[src/design/assert_macros.svh]
// Assertion macros shared by the text console writer RTL.
// Concurrent checks on a clock with a synchronous active-high reset; empty under synthesis.
`ifndef ASSERT_MACROS_SVH
`define ASSERT_MACROS_SVH
`ifndef SYNTHESIS
`define ASSERT_ALWAYS(lbl, clk, rst, expr, msg) \
  lbl: assert property (@(posedge clk) disable iff (rst) (expr)) else $error(msg);
`define ASSERT_IMPLY(lbl, clk, rst, ante, cons, msg) \
  lbl: assert property (@(posedge clk) disable iff (rst) (ante) |-> (cons)) else $error(msg);
`define ASSERT_NEXT(lbl, clk, rst, ante, cons, msg) \
  lbl: assert property (@(posedge clk) disable iff (rst) (ante) |=> (cons)) else $error(msg);
`else
`define ASSERT_ALWAYS(lbl, clk, rst, expr, msg)
`define ASSERT_IMPLY(lbl, clk, rst, ante, cons, msg)
`define ASSERT_NEXT(lbl, clk, rst, ante, cons, msg)
`endif
`endif

[src/design/tcw_pkg.sv]
// Package for the text console writer: field widths, codes, cell constants and bundles.
// No dependencies; imported by every module of the block.
package tcw_pkg;

  // default screen geometry
  localparam int COLUMNS_DEF = 80;
  localparam int ROWS_DEF    = 25;

  // field widths
  localparam int LOC_W      = 11;
  localparam int CELL_W     = 16;
  localparam int CHAR_W     = 8;
  localparam int ATTR_W     = 8;
  localparam int S_TDATA_W  = 24;
  localparam int M_TDATA_W  = 32;

  // item kinds
  localparam logic MODE_PUT  = 1'b0;
  localparam logic MODE_READ = 1'b1;

  // character and cell codes
  localparam logic [CHAR_W-1:0] NEWLINE_CODE = 8'd10;
  localparam logic [CELL_W-1:0] BLANK_FILL   = 16'h0020;
  localparam logic [CELL_W-1:0] RESET_CELL   = 16'h0F20;
  localparam logic [ATTR_W-1:0] ATTR_RESET   = 8'h0F;

  // one input item
  typedef struct packed {
    logic [LOC_W-1:0]  cell_address;
    logic [CHAR_W-1:0] character;
    logic              mode;
  } cmd_t;

  // one result item, packed as it leaves on the output stream
  typedef struct packed {
    logic              scrolled;
    logic [CELL_W-1:0] cell_data;
    logic [LOC_W-1:0]  cursor_location;
  } res_t;

endpackage

[src/design/tcw_ctrl.sv]
// Sequencer of the text console writer: cursor, clearing pass, scroll copy and the
// shared cell address unit that drives the screen store. Depends on tcw_pkg and assert macros.
`include "assert_macros.svh"
module tcw_ctrl
  import tcw_pkg::*;
#(
  parameter int  COLUMNS = COLUMNS_DEF,
  parameter int  ROWS    = ROWS_DEF,
  localparam int CELLS   = COLUMNS * ROWS,
  localparam int AW      = $clog2(CELLS)
) (
  input  logic              clk,
  input  logic              rst,
  input  logic              cmd_valid,
  output logic              cmd_ready,
  input  cmd_t              cmd,
  input  logic [ATTR_W-1:0] attr,
  output logic              res_valid,
  input  logic              res_ready,
  output res_t              res,
  output logic              wr_en,
  output logic [AW-1:0]     wr_addr,
  output logic [CELL_W-1:0] wr_data,
  output logic              rd_en,
  output logic [AW-1:0]     rd_addr,
  input  logic [CELL_W-1:0] rd_data
);

  localparam int RW   = $clog2(ROWS);
  localparam int CW   = $clog2(COLUMNS);
  localparam int CMPW = ((AW > LOC_W) ? AW : LOC_W) + 1;

  localparam logic [2:0] ST_CLEAR  = 3'd0;
  localparam logic [2:0] ST_IDLE   = 3'd1;
  localparam logic [2:0] ST_EXEC   = 3'd2;
  localparam logic [2:0] ST_READ   = 3'd3;
  localparam logic [2:0] ST_SCROLL = 3'd4;
  localparam logic [2:0] ST_DRAIN  = 3'd5;
  localparam logic [2:0] ST_RESP   = 3'd6;

  localparam logic [AW-1:0]   LAST_CELL     = AW'(CELLS - 1);
  localparam logic [AW-1:0]   LAST_ROW_BASE = AW'((ROWS - 1) * COLUMNS);
  localparam logic [AW-1:0]   COL_STEP      = AW'(COLUMNS);
  localparam logic [AW:0]     CELLS_X       = (AW + 1)'(CELLS);
  localparam logic [CMPW-1:0] CELLS_C       = CMPW'(CELLS);
  localparam logic [RW-1:0]   LAST_ROW      = RW'(ROWS - 1);
  localparam logic [CW-1:0]   LAST_COL      = CW'(COLUMNS - 1);

  logic [2:0]        state;
  logic [AW-1:0]     ptr;
  logic [RW-1:0]     row;
  logic [CW-1:0]     col;
  logic [AW-1:0]     loc;
  cmd_t              cmd_q;
  logic              scrolled_q;
  logic [CELL_W-1:0] data_q;
  logic              mv_live;
  logic              mv_blank;
  logic [AW-1:0]     mv_addr;

  logic              is_glyph;
  logic              wrap;
  logic              do_scroll;
  logic [AW:0]       src_sum;
  logic              src_ok;
  logic [CMPW-1:0]   addr_ext;
  logic              addr_ok;
  logic [CMPW-1:0]   loc_ext;

  // cursor step decode
  assign is_glyph  = (cmd_q.character != NEWLINE_CODE);
  assign wrap      = !is_glyph || (col == LAST_COL);
  assign do_scroll = wrap && (row == LAST_ROW);

  // shared address unit: scroll source one row below, read range check
  assign src_sum  = {1'b0, ptr} + (AW + 1)'(COLUMNS);
  assign src_ok   = (src_sum < CELLS_X);
  assign addr_ext = CMPW'(cmd_q.cell_address);
  assign addr_ok  = (addr_ext < CELLS_C);

  // store port drive
  always_comb begin
    wr_en   = 1'b0;
    wr_addr = ptr;
    wr_data = RESET_CELL;
    rd_en   = 1'b0;
    rd_addr = src_sum[AW-1:0];
    case (state)
      ST_CLEAR: begin
        wr_en = 1'b1;
      end
      ST_EXEC: begin
        if (cmd_q.mode == MODE_READ) begin
          rd_en   = 1'b1;
          rd_addr = addr_ext[AW-1:0];
        end else if (is_glyph) begin
          wr_en   = 1'b1;
          wr_addr = loc;
          wr_data = {attr, cmd_q.character};
        end
      end
      ST_SCROLL: begin
        rd_en   = src_ok;
        wr_en   = mv_live;
        wr_addr = mv_addr;
        wr_data = mv_blank ? BLANK_FILL : rd_data;
      end
      ST_DRAIN: begin
        wr_en   = mv_live;
        wr_addr = mv_addr;
        wr_data = mv_blank ? BLANK_FILL : rd_data;
      end
      default: begin
      end
    endcase
  end

  // sequencer
  always_ff @(posedge clk) begin
    if (rst) begin
      state   <= ST_CLEAR;
      ptr     <= '0;
      row     <= '0;
      col     <= '0;
      loc     <= '0;
      mv_live <= 1'b0;
    end else begin
      case (state)
        ST_CLEAR: begin
          if (ptr == LAST_CELL) begin
            ptr   <= '0;
            state <= ST_IDLE;
          end else begin
            ptr <= ptr + 1'b1;
          end
        end
        ST_IDLE: begin
          if (cmd_valid) begin
            cmd_q <= cmd;
            state <= ST_EXEC;
          end
        end
        ST_EXEC: begin
          scrolled_q <= (cmd_q.mode == MODE_PUT) && do_scroll;
          data_q     <= '0;
          if (cmd_q.mode == MODE_READ) begin
            state <= ST_READ;
          end else if (do_scroll) begin
            row   <= LAST_ROW;
            col   <= '0;
            loc   <= LAST_ROW_BASE;
            ptr   <= '0;
            state <= ST_SCROLL;
          end else if (wrap) begin
            row   <= row + 1'b1;
            col   <= '0;
            loc   <= is_glyph ? (loc + 1'b1) : (loc - AW'(col) + COL_STEP);
            state <= ST_RESP;
          end else begin
            col   <= col + 1'b1;
            loc   <= loc + 1'b1;
            state <= ST_RESP;
          end
        end
        ST_READ: begin
          data_q <= addr_ok ? rd_data : '0;
          state  <= ST_RESP;
        end
        ST_SCROLL: begin
          mv_live  <= 1'b1;
          mv_addr  <= ptr;
          mv_blank <= !src_ok;
          if (ptr == LAST_CELL) begin
            ptr   <= '0;
            state <= ST_DRAIN;
          end else begin
            ptr <= ptr + 1'b1;
          end
        end
        ST_DRAIN: begin
          mv_live <= 1'b0;
          state   <= ST_RESP;
        end
        ST_RESP: begin
          if (res_ready) begin
            state <= ST_IDLE;
          end
        end
        default: begin
          state <= ST_IDLE;
        end
      endcase
    end
  end

  // handshake and result
  assign loc_ext             = CMPW'(loc);
  assign cmd_ready           = (state == ST_IDLE);
  assign res_valid           = (state == ST_RESP);
  assign res.cursor_location = loc_ext[LOC_W-1:0];
  assign res.cell_data       = data_q;
  assign res.scrolled        = scrolled_q;

  // checks
  `ASSERT_ALWAYS(a_loc_in_step, clk, rst, int'(loc) == int'(row) * COLUMNS + int'(col), "cursor index out of step with row and column")
  `ASSERT_ALWAYS(a_cursor_range, clk, rst, (int'(row) < ROWS) && (int'(col) < COLUMNS), "cursor outside the screen")
  `ASSERT_IMPLY(a_scroll_cursor, clk, rst, res_valid && res.scrolled, (row == LAST_ROW) && (col == '0), "scroll left cursor off the last row start")
  `ASSERT_NEXT(a_accept_exec, clk, rst, cmd_valid && cmd_ready, state == ST_EXEC, "accepted transaction not executed")
  `ASSERT_IMPLY(a_no_idle_write, clk, rst, (state == ST_IDLE) || (state == ST_RESP), !wr_en, "store written while no item in work")

endmodule

[config.mk]
export PLATFORM = sky130hd
export DESIGN_NAME = tcw_ctrl
export DESIGN_NICKNAME = d
export VERILOG_FILES = /design/src/design/tcw_pkg.sv /design/src/design/tcw_ctrl.sv
export VERILOG_INCLUDE_DIRS = /design/src /design/src/design
export SDC_FILE = /design/constraint.sdc
export NUM_CORES = 1
export LEC_CHECK = 0
export BUFFER_PORTS_ARGS = -buffer_cell sky130_fd_sc_hd__buf_2
export CORE_UTILIZATION = 41
export DETAILED_ROUTE_END_ITERATION = 12
export PLACE_DENSITY = 0.7
export REMOVE_ABC_BUFFERS = 1
export SLEW_MARGIN = 15
export SYNTH_ARGS = -nofsm -noshare
export SYNTH_HDL_FRONTEND = slang
export SYNTH_SLANG_ARGS = --single-unit
[constraint.sdc]
create_clock -name clk -period 6.74 [get_ports clk]
set_clock_uncertainty 0.15 [all_clocks]
set_input_delay 0.337 -clock clk [delete_from_list [all_inputs] [get_ports clk]]
set_output_delay 0.337 -clock clk [all_outputs]
set_load 0.01 [all_outputs]
# Yosys cells after proc, flatten, opt, wreduce, memory -nomap -nowiden
# Index checks and enable logic that the tools add are counted.
[word_totals]
word_cells = 96
out_inout_bits = 70
in_bits = 48
register_bits = 87
[op_classes]
eq_ne = 16
n_addsub = 7
n_reduce_logical = 21
mux = 35
magnitude_cmp = 2
n_bitwise = 2
[ops]
columns = ["cell", "n"]
rows = [
  ["$mux W11", 10],
  ["$mux W16", 4],
  ["$pmux W16 S2", 2],
  ["$pmux W11 S2", 2],
  ["$add A11 B1 Y11 const B", 2],
  ["$pmux W3 S6", 1],
  ["$mux W3", 5],
  ["$mux W7", 2],
  ["$add A11 B7 Y12 const B", 1],
  ["$lt A12 B11 Y1 const B", 1],
  ["$add A11 B7 Y11 const B", 1],
  ["$eq A11 B11 Y1 const B", 1],
  ["$lt A11 B11 Y1 const B", 1],
  ["$sub A11 B7 Y11", 1],
  ["$mux W5", 2],
  ["$ne A2 B2 Y1 const B", 5],
  ["$eq A3 B3 Y1 const B", 3],
  ["$reduce_and A3 Y1", 3],
  ["$ne A8 B4 Y1 const B", 1],
  ["$reduce_and A2 Y1", 4],
  ["$reduce_bool A2 Y1", 4],
  ["$add A7 B1 Y7 const B", 1],
  ["$eq A7 B7 Y1 const B", 1],
  ["$eq A3 B2 Y1 const B", 2],
  ["other kinds (15)", 23],
]

# Longest topological paths before layout
# Gate-level depths: netlist (run 1).
[depth]
depth_word = 7
mapped_depth = 12
ltp_nobuf = 12

# Worst setup path before layout (run 1)
# OpenSTA, ideal clock, no wires.
[synth_timing]
kind = "reg-to-reg"
start = "register loc[0]"
end = "register loc[7]"
path_stages_with_launch = 13
required_ps = 6465
period_less_slack_ps = 2416
slack_ps = 4324
setup_time_ps = 125
path_buffers = 0
arrival_time_ps = 2140
path_cell_list = "dfxtp_1 inv_1 ha_1 inv_1 ha_1 inv_1 fa_1 nand2b_1 a21oi_1 o21ai_0 and3_1 o21ai_0 a31oi_1"
[synth_via]
elab_chain_len = 5
word_cells_on_any_way = 6
cone_classes = "add/sub (3); mux (3)"
[synth_rtl]
columns = ["element", "line", "rtl"]
rows = [
  ["start, declared", "tcw_ctrl.sv:53", "logic [AW-1:0] loc;"],
  ["start signal, assigned", "tcw_ctrl.sv:157", "loc <= is_glyph ? (loc + 1'b1) : (loc - AW'(col) + COL_STEP);"],
  ["start signal, assigned", "tcw_ctrl.sv:161", "loc <= loc + 1'b1;"],
  ["$sub A11 B7 Y11", "tcw_ctrl.sv:157", ""],
  ["$add A11 B7 Y11", "tcw_ctrl.sv:157", ""],
  ["$mux W11", "tcw_ctrl.sv:157", ""],
  ["$mux W11 *", "tcw_ctrl.sv:154", "end else if (wrap) begin"],
  ["$mux W11 *", "tcw_ctrl.sv:148", "end else if (do_scroll) begin"],
]
# Mark *: on every way between the ends. The rest lies on a longest branch, timed or not.
# A chain may end at the register's enable or synchronous reset.

# Worst setup path in the final report (run 1)
[layout_timing]
start = "register state[0]"
end = "output wr_addr[9]"
[layout_via]
elab_chain_len = 3
word_cells_on_any_way = 5
cone_classes = "eq/ne (3); mux (1); reduce/logical (1)"
[layout_rtl]
columns = ["element", "line", "rtl"]
rows = [
  ["start, declared", "tcw_ctrl.sv:49", "logic [2:0] state;"],
  ["start signal, assigned", "tcw_ctrl.sv:121", "state <= ST_CLEAR;"],
  ["start signal, assigned", "tcw_ctrl.sv:132", "state <= ST_IDLE;"],
  ["start signal, assigned", "tcw_ctrl.sv:140", "state <= ST_EXEC;"],
  ["$eq A3 B3 Y1", "tcw_ctrl.sv:88", "case (state)"],
  ["$reduce_or A2 Y1 (no source line)", "-", ""],
  ["$pmux W11 S2 *", "tcw_ctrl.sv:88", ""],
  ["end, declared", "tcw_ctrl.sv:22", "output logic [AW-1:0] wr_addr,"],
]
# Marked as above.

==> results of run 1 <==
[stage by stage]
step / util, % / worst slack, ps / cells / hold slack [ps] / power, mW
final: 51.3 / 2930 / 776 / 15.5 / 1.11
after global routing: 51.3 / 2770 / 776 / 0.343 / 1.14
after CTS: 51.0 / 2960 / 772 / 3.90 / 1.12
after detailed placement: 48.3 / 3330 / 756 / 345 / 0.606
after global placement: 48.3 / 3460 / 756 / 322 / 0.605
after floorplan: - / 3700 / 492 / 256 / 0.583
[repair_timing]
| item | in CTS | in global routing |
|---|---|---|
| hold buffers | 0 | 4 |
| endpoints found under the setup margin | 0 | 0 |
| hold endpoints to repair | 0 | 4 |
[registers in the layout, summed over array words and instances, names as in the netlist]
signal / count
data_q: 16
addr_ext: 11
loc: 11
mv_addr: 11
ptr: 11
cmd_q: 9
col: 7
row: 5
state: 3
mv_blank: 1
mv_live: 1
scrolled_q: 1
[routing by layer]
layer,GRT usage (%),vias up
met3,4.48,22
li1,-,2082
met1,26.1,2053
met4,7.21,0
met5,0,-
met2,34.6,158
[synthesized netlist by cell type (4+ instances only)]
| library cell | n |
|---|---|
| nand4_1 | 11 |
| mux2_2 | 5 |
| nor3_1 | 14 |
| xnor2_1 | 11 |
| nand3_1 | 12 |
| a21oi_1 | 27 |
| a21o_1 | 4 |
| edfxtp_1 | 49 |
| clkbuf_1 | 23 |
| dfxtp_1 | 38 |
| and2_1 | 18 |
| xor2_1 | 20 |
| or3_1 | 4 |
| o2111ai_1 | 7 |
| o21ai_0 | 30 |
| ha_1 | 25 |
| and3_1 | 5 |
| a22o_1 | 11 |
| a22oi_1 | 13 |
| inv_1 | 29 |
| nand2_1 | 51 |
| nor2_1 | 55 |
[where the power goes]
part | switching, mW | total, mW | internal (mW) | leakage (nW)
Sequential | 0.00346 | 0.562 | 0.558 | 0.755
Combinational | 0.0160 | 0.0343 | 0.0182 | 1.55
Clock | 0.227 | 0.518 | 0.291 | 0.139
Total | 0.246 | 1.11 | 0.868 | 2.45
[cell type report]
cell class	count	area [sq um]
repair buffers	125	656
clock inverters	7	78.8
clock buffers	9	225
fillers	1074	5610
well taps	143	179
multi-input cells	376	2430
inverters	29	109
flip-flops and latches	87	2230
[cells by family (layout without fill, tap and decap cells)]
logic type,count (synthesis),count (layout)
AO/OA/AOI/OAI,118,118
XOR/XNOR,31,31
adder cells (fa/ha/maj),26,26
buffers and inverters,57,170
flip-flops,87,87
multiplexers,8,8
AND/OR/NAND/NOR,193,193
[how the worst min path moves through the flow]
stage	from	slack, ps	end	cells after the start
2_1_floorplan	rst	260	col[1]	1
3_3_place_gp	mv_live	320	mv_live	2
3_5_place_dp	col[1]	340	col[1]	2
4_1_cts	cmd[9]	4	addr_ext[0]	1
5_1_grt	cmd[13]	0.3	addr_ext[4]	1
6_report	cmd[18]	20	addr_ext[9]	1
==> results by group, run 1 <==
Place
  • IO buf count: 117
  • Placed inst area: between 5000 and 6000 sq um
  • Dpl hpwl: approximately 9.4 mm
  • Routability cong.: 0.869

Route
  • Wl on met1: about 5.6 mm
  • DRT Wirelength: between 10 and 15 mm
  • Met3 wire length: between 700 and 800 um
  • Remaining DRCs: 6
  • 1st-pass router iterations: 9
  • DR iter-0 viols: 188
  • Highest routed layer: met4
  • Wire length on met2: around 6.2 mm
  • Vias per cell: around 5.6
  • WL per Instance: ~16 um
  • Via count: about 4300
  • Remaining antenna violation count: 0

Critical path
  • Setup crit end kind: output port
  • R2r endpoint: loc[10]
  • Crit path capture: wr_addr[9]
  • Reg2Reg Setup Slack: approximately 3600 ps
  • Worst Path Buf+Inv: 2
  • Worst path slowest cell: or4b_1
  • Top Family by Delay on Critical Path: simple AND/OR/NAND/NOR gates
  • Max stage delay on crit path: about 840 ps
  • WP data arrival: about 3300 ps
  • CP dominant cell by count: nand2_1
  • Crit path depth: 7
  • Setup Crit Path Kind: reg -> out
  • CP Launch Type: flip-flop
  • Crit-path max FO: 18
  • Launching point of the worst reg2reg path: state[0]
  • Crit path launch: state[0]
  • Worst path cell trace: or4b_1 > a21oi_1 > buf_4 > nor2_1 > nand2_1 > nand2_1 > buf_2
  • CP required: around 6300 ps
  • Worst Reg2Reg Path Length in Cells: 7

Clocking
  • Clock buffer count from CTS: 9
  • Post-CTS setup buffers: 0
  • Bufs on Longest Clock Path: 2
  • CTS tree: yes
  • Clock sink count: 87
  • Reg clk slew, reported paths: around 60 ps
  • Post-cts sizing count: 0
  • CTS H-Tree Depth: 3
  • Clk_lat worst skew: 350 ps
  • CTS Root Cell: clkbuf_16

Yosys
  • Count of cell types in the netlist: 59
  • Synth Area in Simple Gates: ~19%
  • Sequential-to-total area share from yosys stat: a little under half
  • Post-Synth XOR/XNOR Area: about 5.5%
  • Register bit total from synthesis: 87
  • Synth warn: 0
  • Post-synth design cell area: a little under 5000 sq um
  • Largest family of logic cells by synthesized area: simple AND/OR/NAND/NOR gates
  • Yosys top cell by area: edfxtp_1
  • Syn avg cell area: ~9.4 sq um
  • Gate Count Post-Synth: 520
  • Number of flops mapped to enable cells by yosys: 49
  • Post-Synth Adder-Cell Area: under 10%
  • Fraction of registers with async set/reset: 0%
  • Post-synthesis mux area share: about 1.8%
  • Top cell type's share of synthesized area: between 30% and 40%
  • Synth Area in Compound Gates: between 10% and 20%
  • Top cells by area, synth: edfxtp_1 30%, dfxtp_1 16%, ha_1 6.4%, nor2_1 4.2%, nand2_1 3.9%
  • Primary FF master, synth: edfxtp_1

STA
  • Post-route setup TNS: 0 ps
  • Period utilization: about 57%
  • Final setup viols: 0
  • Least-Margin Pin Slew: roughly 1100 ps
  • Pins Over Slew Limit: 0
  • Minimum clock period: 3810 ps
  • RSZ-0062 raised after global routing: false
  • Fin. Hold Viols: 0
  • Achievable Freq: ~260 MHz
  • Slew headroom: ~28%

Floorplan
  • Die H: ~110 um
  • Cell Rows: 39
  • Core area: around 12000 sq um
  • Die width: roughly 110 um
  • Die ar.: about 12000 sq um
  • Initial cell density of the core: between 40% and 50%
  • Top Ports: 118

Pwr
  • Pwr dens: 188 nW/um^2
  • Pleak: around 2.4 nW
  • Worst vdd ir: roughly 0.00019 V

Final layout
  • Commonest non-fill, non-tap cell in the layout: buf_2
  • Most frequent cells in the layout: 117 x buf_2, 55 x nor2_1, 51 x nand2_1, 49 x edfxtp_1, 38 x dfxtp_1
  • Final nets: between 700 and 800
  • Total inserted antenna cells: 0
  • Area growth syn-to-layout: 20.8%
  • Layout cells sized above 1: 24.2%
  • Post-route cell area: 5910 sq um

Global route
  • First-pass GRT wire length: 20.1 mm
  • Overflow after GRT: 0
  • Pin count of the biggest net entering global routing: 31
  • Global-route usage over all layers: around a fifth
  • Initial antenna violation count: 0
  • Vias in the first global route: 4070

Outcome
  • Failing checks: DRC
  • Status: complete, but fails checks

Run
  • Max-cap violation count: 0

Worst hold path
  • Hold WC Path Type: in -> reg
(Power assumes the default switching activity.)
==> inputs of run 2 (changes only) <==
--- a/config.mk
+++ b/config.mk
@@ -6,10 +6,11 @@
 export SDC_FILE = /design/constraint.sdc
 export NUM_CORES = 1
 export LEC_CHECK = 0
+export ABC_AREA = 1
 export BUFFER_PORTS_ARGS = -buffer_cell sky130_fd_sc_hd__buf_2
 export CORE_UTILIZATION = 41
 export DETAILED_ROUTE_END_ITERATION = 12
-export PLACE_DENSITY = 0.7
+export PLACE_DENSITY = 0.69
 export REMOVE_ABC_BUFFERS = 1
 export SLEW_MARGIN = 15
 export SYNTH_ARGS = -nofsm -noshare
==> constraint.sdc (replaced) <==
create_clock -name clk -period 3.7 [get_ports clk]
set_clock_uncertainty 0.15 [all_clocks]
set_input_delay 0.185 -clock clk [delete_from_list [all_inputs] [get_ports clk]]
set_output_delay 0.185 -clock clk [all_outputs]
set_load 0.01 [all_outputs]
==> run 2 against run 1 <==
The flow now finishes without violations. Synthesized cell count up 31%. Combinational power is 140% higher. Register-to-register slack lost 2500 ps. Power is 76% higher. Global-route usage rose by 2.4 points. Count of clock-buffer cells in the layout increased by 3. Clock power increased by 65%. Via count is 17% higher. Die area increased by 6.7%. Utilization is 1.2 points higher. Critical endpoint is now wr_addr[3]. Largest cell class unchanged.
==> results by group, run 2 <==
Yosys
  • Syn avg cell area: 7.66 sq um (-19%)
  • Synth warn: 0 (unchanged)
  • Gate Count Post-Synth: 682 (+31%)
  • Sequential-to-total area share from yosys stat: 42.7% (-2.9 points)
  • Primary FF master, synth: edfxtp_1
  • Number of flops mapped to enable cells by yosys: 49 (unchanged)
  • Top cell type's share of synthesized area: 28.2% (-1.9 points)
  • Register bit total from synthesis: 87 (unchanged)
  • Yosys top cell by area: edfxtp_1
  • Top cells by area, synth: edfxtp_1 28%, dfxtp_1 15%, nand2_1 10%, inv_1 7.0%, ha_1 6.0%
  • Fraction of registers with async set/reset: 0% (unchanged)
  • Top-count cell post-synth: nand2_1
  • Synth cell count leaders: 146 x nand2_1, 97 x inv_1, 58 x nand3_1
  • Count of cell types in the netlist: 40 (-32%)
  • Post-synth design cell area: 5230 sq um (+6.8%)

Critical path
  • CP required: 3370 ps (-2880 ps)
  • CP Launch Type: flip-flop
  • Setup crit end kind: output port
  • R2r endpoint: state[0]
  • Setup Crit Path Kind: reg -> out
  • Crit-path max FO: 15 (-3)
  • Crit path launch: state[2]
  • Launching point of the worst reg2reg path: state[2]
  • Crit path capture: wr_addr[3]
  • Reg2Reg Setup Slack: 1130 ps (-2500 ps)
  • WP data arrival: 2660 ps (-660 ps)
  • Worst Reg2Reg Path Length in Cells: 7 (unchanged)

Route
  • Highest routed layer: met4
  • DRT Wirelength: 14.8 mm (+16%)
  • Remaining DRCs: 0 (-6)
  • Met3 wire length: 832 um (+18%)
  • DR iter-0 viols: 367 (+95%)
  • Wl on met1: 6.44 mm (+15%)
  • WL per Instance: 15.1 um (-8.2%)
  • Wire length on met2: 7.23 mm (+17%)
  • Vias per cell: 5.15 (-7.4%)
  • Remaining antenna violation count: 0 (unchanged)
  • 1st-pass router iterations: 5 (-4)
  • Via count: 5057 (+17%)

Clocking
  • CTS H-Tree Depth: 3 (unchanged)
  • Post-CTS setup buffers: 0 (unchanged)
  • CTS Root Cell: clkbuf_16
  • Clock sink count: 87 (unchanged)
  • Clock buffer count from CTS: 9 (unchanged)
  • Bufs on Longest Clock Path: 2 (unchanged)
  • Clk_lat worst skew: 340 ps (about the same)
  • CTS tree: yes
  • Reg clk slew, reported paths: 60 ps (about the same)

Global route
  • Pin count of the biggest net entering global routing: 28 (-9.7%)
  • Vias in the first global route: 4716 (+16%)
  • Initial antenna violation count: 0 (unchanged)
  • Overflow after GRT: 0 (unchanged)
  • Global-route usage over all layers: 23.0% (+2.4 points)
  • First-pass GRT wire length: 23.3 mm (+16%)

STA
  • Pins Over Slew Limit: 0 (unchanged)
  • Period utilization: about four fifths
  • Least-Margin Pin Slew: 847 ps (-223 ps)
  • Final setup viols: 0 (unchanged)
  • Hold Slack: 8.85 ps (-6.66 ps)
  • Minimum clock period: around 3000 ps
  • Achievable Freq: ~330 MHz
  • Post-route setup TNS: 0 ps (unchanged)
  • RSZ-0062 raised after global routing: false
  • Slew headroom: 43.4% (+15 points)
  • Fin. Hold Viols: 0 (unchanged)

Floorplan
  • Die ar.: 13200 sq um (+6.7%)
  • Top Ports: 118 (unchanged)
  • Die H: 115 um (+3.3%)
  • Core area: 12200 sq um (+6.0%)
  • Die width: 115 um (+3.3%)
  • Cell Rows: 40 (+2.6%)
  • Initial cell density of the core: 42.8% (+0.32 points)

Pwr
  • Pwr dens: 306 nW/um^2 (+62%)
  • Worst vdd ir: 0.000214 V (+14%)
  • Power, Total: 1.96 mW (+76%)
  • Pleak: 2.81 nW (+15%)

Place
  • Dpl hpwl: 10.7 mm (+13%)
  • Routability cong.: 0.877 (+0.92%)
  • IO buf count: 117 (unchanged)

Final layout
  • Layout cells sized above 1: 19.2% (-5.0 points)
  • Filler Cells Inserted: 1229 (+14%)
  • Commonest non-fill, non-tap cell in the layout: nand2_1
  • Biggest register: data_q
  • Most frequent cells in the layout: 146 x nand2_1, 117 x buf_2, 97 x inv_1, 58 x nand3_1, 57 x nor2_1
  • Max reg flops: 16 (unchanged)
  • Total inserted antenna cells: 0 (unchanged)
  • Final nets: 883 (+26%)
  • Area growth syn-to-layout: 22.7%

Run
  • Max-cap violation count: 0 (unchanged)

Worst hold path
  • Hold WC Path Type: in -> reg

Outcome
  • Status: complete, no violations
[run 2: cell count changes after synthesis, sizes merged, moves of 14 or more]
cell,previous run,this run
nand2,52,148
o211ai,2,16
o21ai,30,51
and2,18,0
inv,29,100
nand3,12,59
a21oi,29,50
[run 2: cells by family (layout without fill, tap and decap cells)]
kind of cell | after synthesis | in the layout | synth area share, %
compound gates | 128 | 128 | 13.6
simple gates | 304 | 304 | 25.9
xor+xnor | 10 | 10 | 1.68
buf+inv | 127 | 259 | 9.84
fa+ha+maj | 26 | 26 | 6.37
flops | 87 | 87 | 42.7
[run 2: per-stage QoR]
stage               cells  utilization (%)  setup slack, ps  area, sq um
finish                982             52.5              704         6410
global route          982             52.5              560         6410
CTS                   982             52.5              772         6410
detailed placement    946             48.6             1130         5930
global placement      946             48.6             1190         5930
floorplan             655                -             1430         5090
[run 2: how the worst min path moves through the flow]
stage / start / endpoint / slack [ps] / cells after the start
3_5_place_dp: cmd[12] / addr_ext[3] / 210 / 1
5_1_grt: rd_data[7] / data_q[7] / 4 / 3
2_1_floorplan: rst / col[1] / 100 / 1
6_report: rd_data[12] / data_q[12] / 9 / 3
3_3_place_gp: cmd[15] / addr_ext[6] / 210 / 1
4_1_cts: rd_data[7] / data_q[7] / 6 / 3
[run 2: routing by layer]
layer,vias to the layer above,track usage (%)
li1,2522,-
met1,2350,29.0
met2,161,38.6
met3,24,5.22
met4,0,8.14
met5,-,0
[run 2: final cells by class]
type | count | area (sq um) | share of cell area, %
Clock buffer | 12 | 246 | 3.84
Clock inverter | 4 | 31.3 | 0.488
Inverter | 100 | 375 | 5.85
Multi-Input combinational cell | 468 | 2490 | 38.8
Sequential cell | 87 | 2230 | 34.8
Tap cell | 168 | 210 | 3.28
Timing Repair Buffer | 143 | 831 | 13.0
[run 2: power by group]
part,total (mW),internal (mW),switching (mW)
Clock,0.856,0.476,0.379
Sequential,1.02,1.02,0.00540
Combinational,0.0827,0.0430,0.0398
Total,1.96,1.54,0.425
[run 2: critical path, cell delays in order, from the launching register on]
cell and delay [ps]:
dfxtp_1 540, inv_1 140, nor2_2 570, inv_2 110, nand2_1 560, o211ai_1 210
buf_2 190
[run 2: timing repair]
item,in CTS,in global routing
hold buffers,20,0
endpoints found under the hold margin,20,0
gates resized for setup,0,0
==> inputs of run 3 (changes only) <==
==> constraint.sdc (replaced) <==
create_clock -name clk -period 3.1 [get_ports clk]
set_clock_uncertainty 0.15 [all_clocks]
set_input_delay 0.155 -clock clk [delete_from_list [all_inputs] [get_ports clk]]
set_output_delay 0.155 -clock clk [all_outputs]
set_load 0.01 [all_outputs]
==> run 3 against run 2 <==
Clock power up 16%. Global-route usage down 0.16 points. Non-clock buffer count up 13. Largest cell class unchanged.
==> results by group, run 3 (synthesis results as in run 2) <==
Outcome
  • Status: complete, no violations

Critical path
  • CP required: 2790 ps (-580 ps)
  • Reg2Reg Setup Slack: 680 ps (-450 ps)
  • CP Launch Type: flip-flop
  • R2r endpoint: loc[9]
  • Setup Crit Path Kind: reg -> out
  • Crit-path max FO: 15 (unchanged)
  • Worst Reg2Reg Path Length in Cells: 13 (+6)
  • WP data arrival: 2340 ps (-320 ps)
  • Setup crit end kind: output port
  • Launching point of the worst reg2reg path: loc[0]

Clocking
  • CTS H-Tree Depth: 3 (unchanged)
  • Bufs on Longest Clock Path: 2 (unchanged)
  • Post-cts sizing count: 0 (unchanged)
  • CTS Root Cell: clkbuf_16
  • CTS tree: yes
  • Clock sink count: 87 (unchanged)
  • Clock buffer count from CTS: 9 (unchanged)
  • Reg clk slew, reported paths: 60 ps (about the same)
  • Clk_lat worst skew: 340 ps (about the same)

Final layout
  • Finished Core Util: 53.4% (+0.89 points)
  • Most frequent cells in the layout: 146 x nand2_1, 117 x buf_2, 97 x inv_1, 58 x nand3_1, 57 x nor2_1
  • Biggest register: data_q
  • Commonest non-fill, non-tap cell in the layout: nand2_1
  • Max reg flops: 16 (unchanged)
  • Final nets: 896 (+1.5%)
  • Layout cells sized above 1: 19.0% (-0.18 points)
  • Area growth syn-to-layout: 24.8%

STA
  • Hold Slack: 8.32 ps (-0.538 ps)
  • Least-Margin Pin Slew: 713 ps (-134 ps)
  • Setup ws final: 451 ps (-253 ps)
  • Slew headroom: 52.3% (+9.0 points)
  • Final setup viols: 0 (unchanged)
  • Post-route setup TNS: 0 ps (unchanged)
  • Minimum clock period: about 2600 ps
  • Period utilization: between 80% and 90%
  • Fin. Hold Viols: 0 (unchanged)
  • Achievable Freq: between 300 and 400 MHz
  • RSZ-0062 raised after global routing: false
  • Pins Over Slew Limit: 0 (unchanged)

Route
  • Remaining DRCs: 0 (unchanged)
  • WL per Instance: 14.8 um (-1.7%)
  • 1st-pass router iterations: 6 (+1)
  • Remaining antenna violation count: 0 (unchanged)
  • Vias per cell: 5.15 (about the same)
  • DRT Wirelength: 14.8 mm (-0.25%)
  • Via count: 5131 (+1.5%)
  • DR iter-0 viols: 348 (-5.2%)

Floorplan
  • Initial cell density of the core: 42.8% (unchanged)
  • Die width: 115 um (unchanged)
  • Cell Rows: 40 (unchanged)
  • Die ar.: 13200 sq um (unchanged)
  • Top Ports: 118 (unchanged)
  • Die H: 115 um (unchanged)
  • Core area: 12200 sq um (unchanged)

Worst hold path
  • Hold WC Path Type: in -> reg
  • Cells on Worst Hold Path: 3 (unchanged)
  • Worst Hold Path EP: data_q[11]
  • Hold_sp: rd_data[11]

Global route
  • Global-route usage over all layers: 22.8% (-0.16 points)
  • Initial antenna violation count: 0 (unchanged)
  • Overflow after GRT: 0 (unchanged)
  • Vias in the first global route: 4822 (+2.2%)
  • First-pass GRT wire length: 23.4 mm (+0.47%)
  • Pin count of the biggest net entering global routing: 27 (-3.6%)

Pwr
  • Pwr dens: 357 nW/um^2 (+17%)
  • Pleak: 2.87 nW (+2.1%)
  • Worst vdd ir: 0.000399 V (+87%)

Place
  • Dpl hpwl: 10.7 mm (about the same)
  • Routability cong.: 0.870 (-0.84%)
  • IO buf count: 117 (unchanged)
  • Pre-CTS setup slack: 699 ps (-432 ps)

Run
  • Max-cap violation count: 0 (unchanged)
==> run 3: changes by cell type in the layout (fill, tap and decap cells not counted) <==
cell           delta
diode_2           +1
inv_6             -1
o21ai_2           -1
inv_4             +1
clkbuf_1          +1
clkinvlp_4        -2
o21ai_1           +1
clkinv_1          +1
buf_4             +4
dlygate4sd3_1     +9
==> run 3: worst max path at each step <==
stage | startpoint | endpoint | slack (ps) | cells after the start
after CTS | state[2] | wr_addr[1] | 510 | 7
after global placement | loc[0] | loc[9] | 770 | 13
after floorplan | state[1] | data_q[0] | 830 | 2
after global routing | cmd_q[1] | wr_addr[5] | 290 | 9
after detailed placement | loc[0] | loc[9] | 700 | 13
final | state[2] | wr_addr[1] | 450 | 7
==> run 3: metrics by stage <==
stage	area, sq um	cells	power [mW]
after floorplan	5090	655	1.27
after global placement	5960	950	1.32
after detailed placement	5960	950	1.32
after CTS	6520	995	2.33
after global routing	6520	995	2.38
final	6520	996	2.33
==> run 3: report_power, final <==
| part | leakage (nW) | internal (mW) | switching [mW] | total (mW) |
|---|---|---|---|---|
| clock | 0.128 | 0.564 | 0.433 | 0.997 |
| combinational | 1.99 | 0.0595 | 0.0499 | 0.109 |
| sequential | 0.754 | 1.21 | 0.00612 | 1.22 |
| total | 2.87 | 1.84 | 0.489 | 2.33 |
==> run 3: worst max-delay path, cell delays in order, from the launching register on <==
cell	delay, ps
dfxtp_1	530
inv_1	140
nor2_2	100
buf_4	210
inv_2	70
nand2_1	500
o211ai_1	240
buf_2	200
==> run 3: layout make-up <==
type / instances / area, sq um
inverters: 100 / 375
well taps: 168 / 210
clock buffers: 13 / 250
multi-input cells: 468 / 2480
flip-flops and latches: 87 / 2230
clock inverters: 3 / 17.5
diodes: 1 / 2.50
repair buffers: 156 / 951
fillers: 1203 / 5690
==> run 3: what timing repair did <==
action	CTS	global route
hold buffers	29	0
hold endpoints to repair	29	0
buffers inserted	0	0
==> run 3: per-layer routing <==
metal / global-route usage (%) / wire (um)
met1: 28.2 / 6270
met2: 39.4 / 7310
met3: 4.43 / 880
met4: 8.40 / 304
met5: 0 / 0
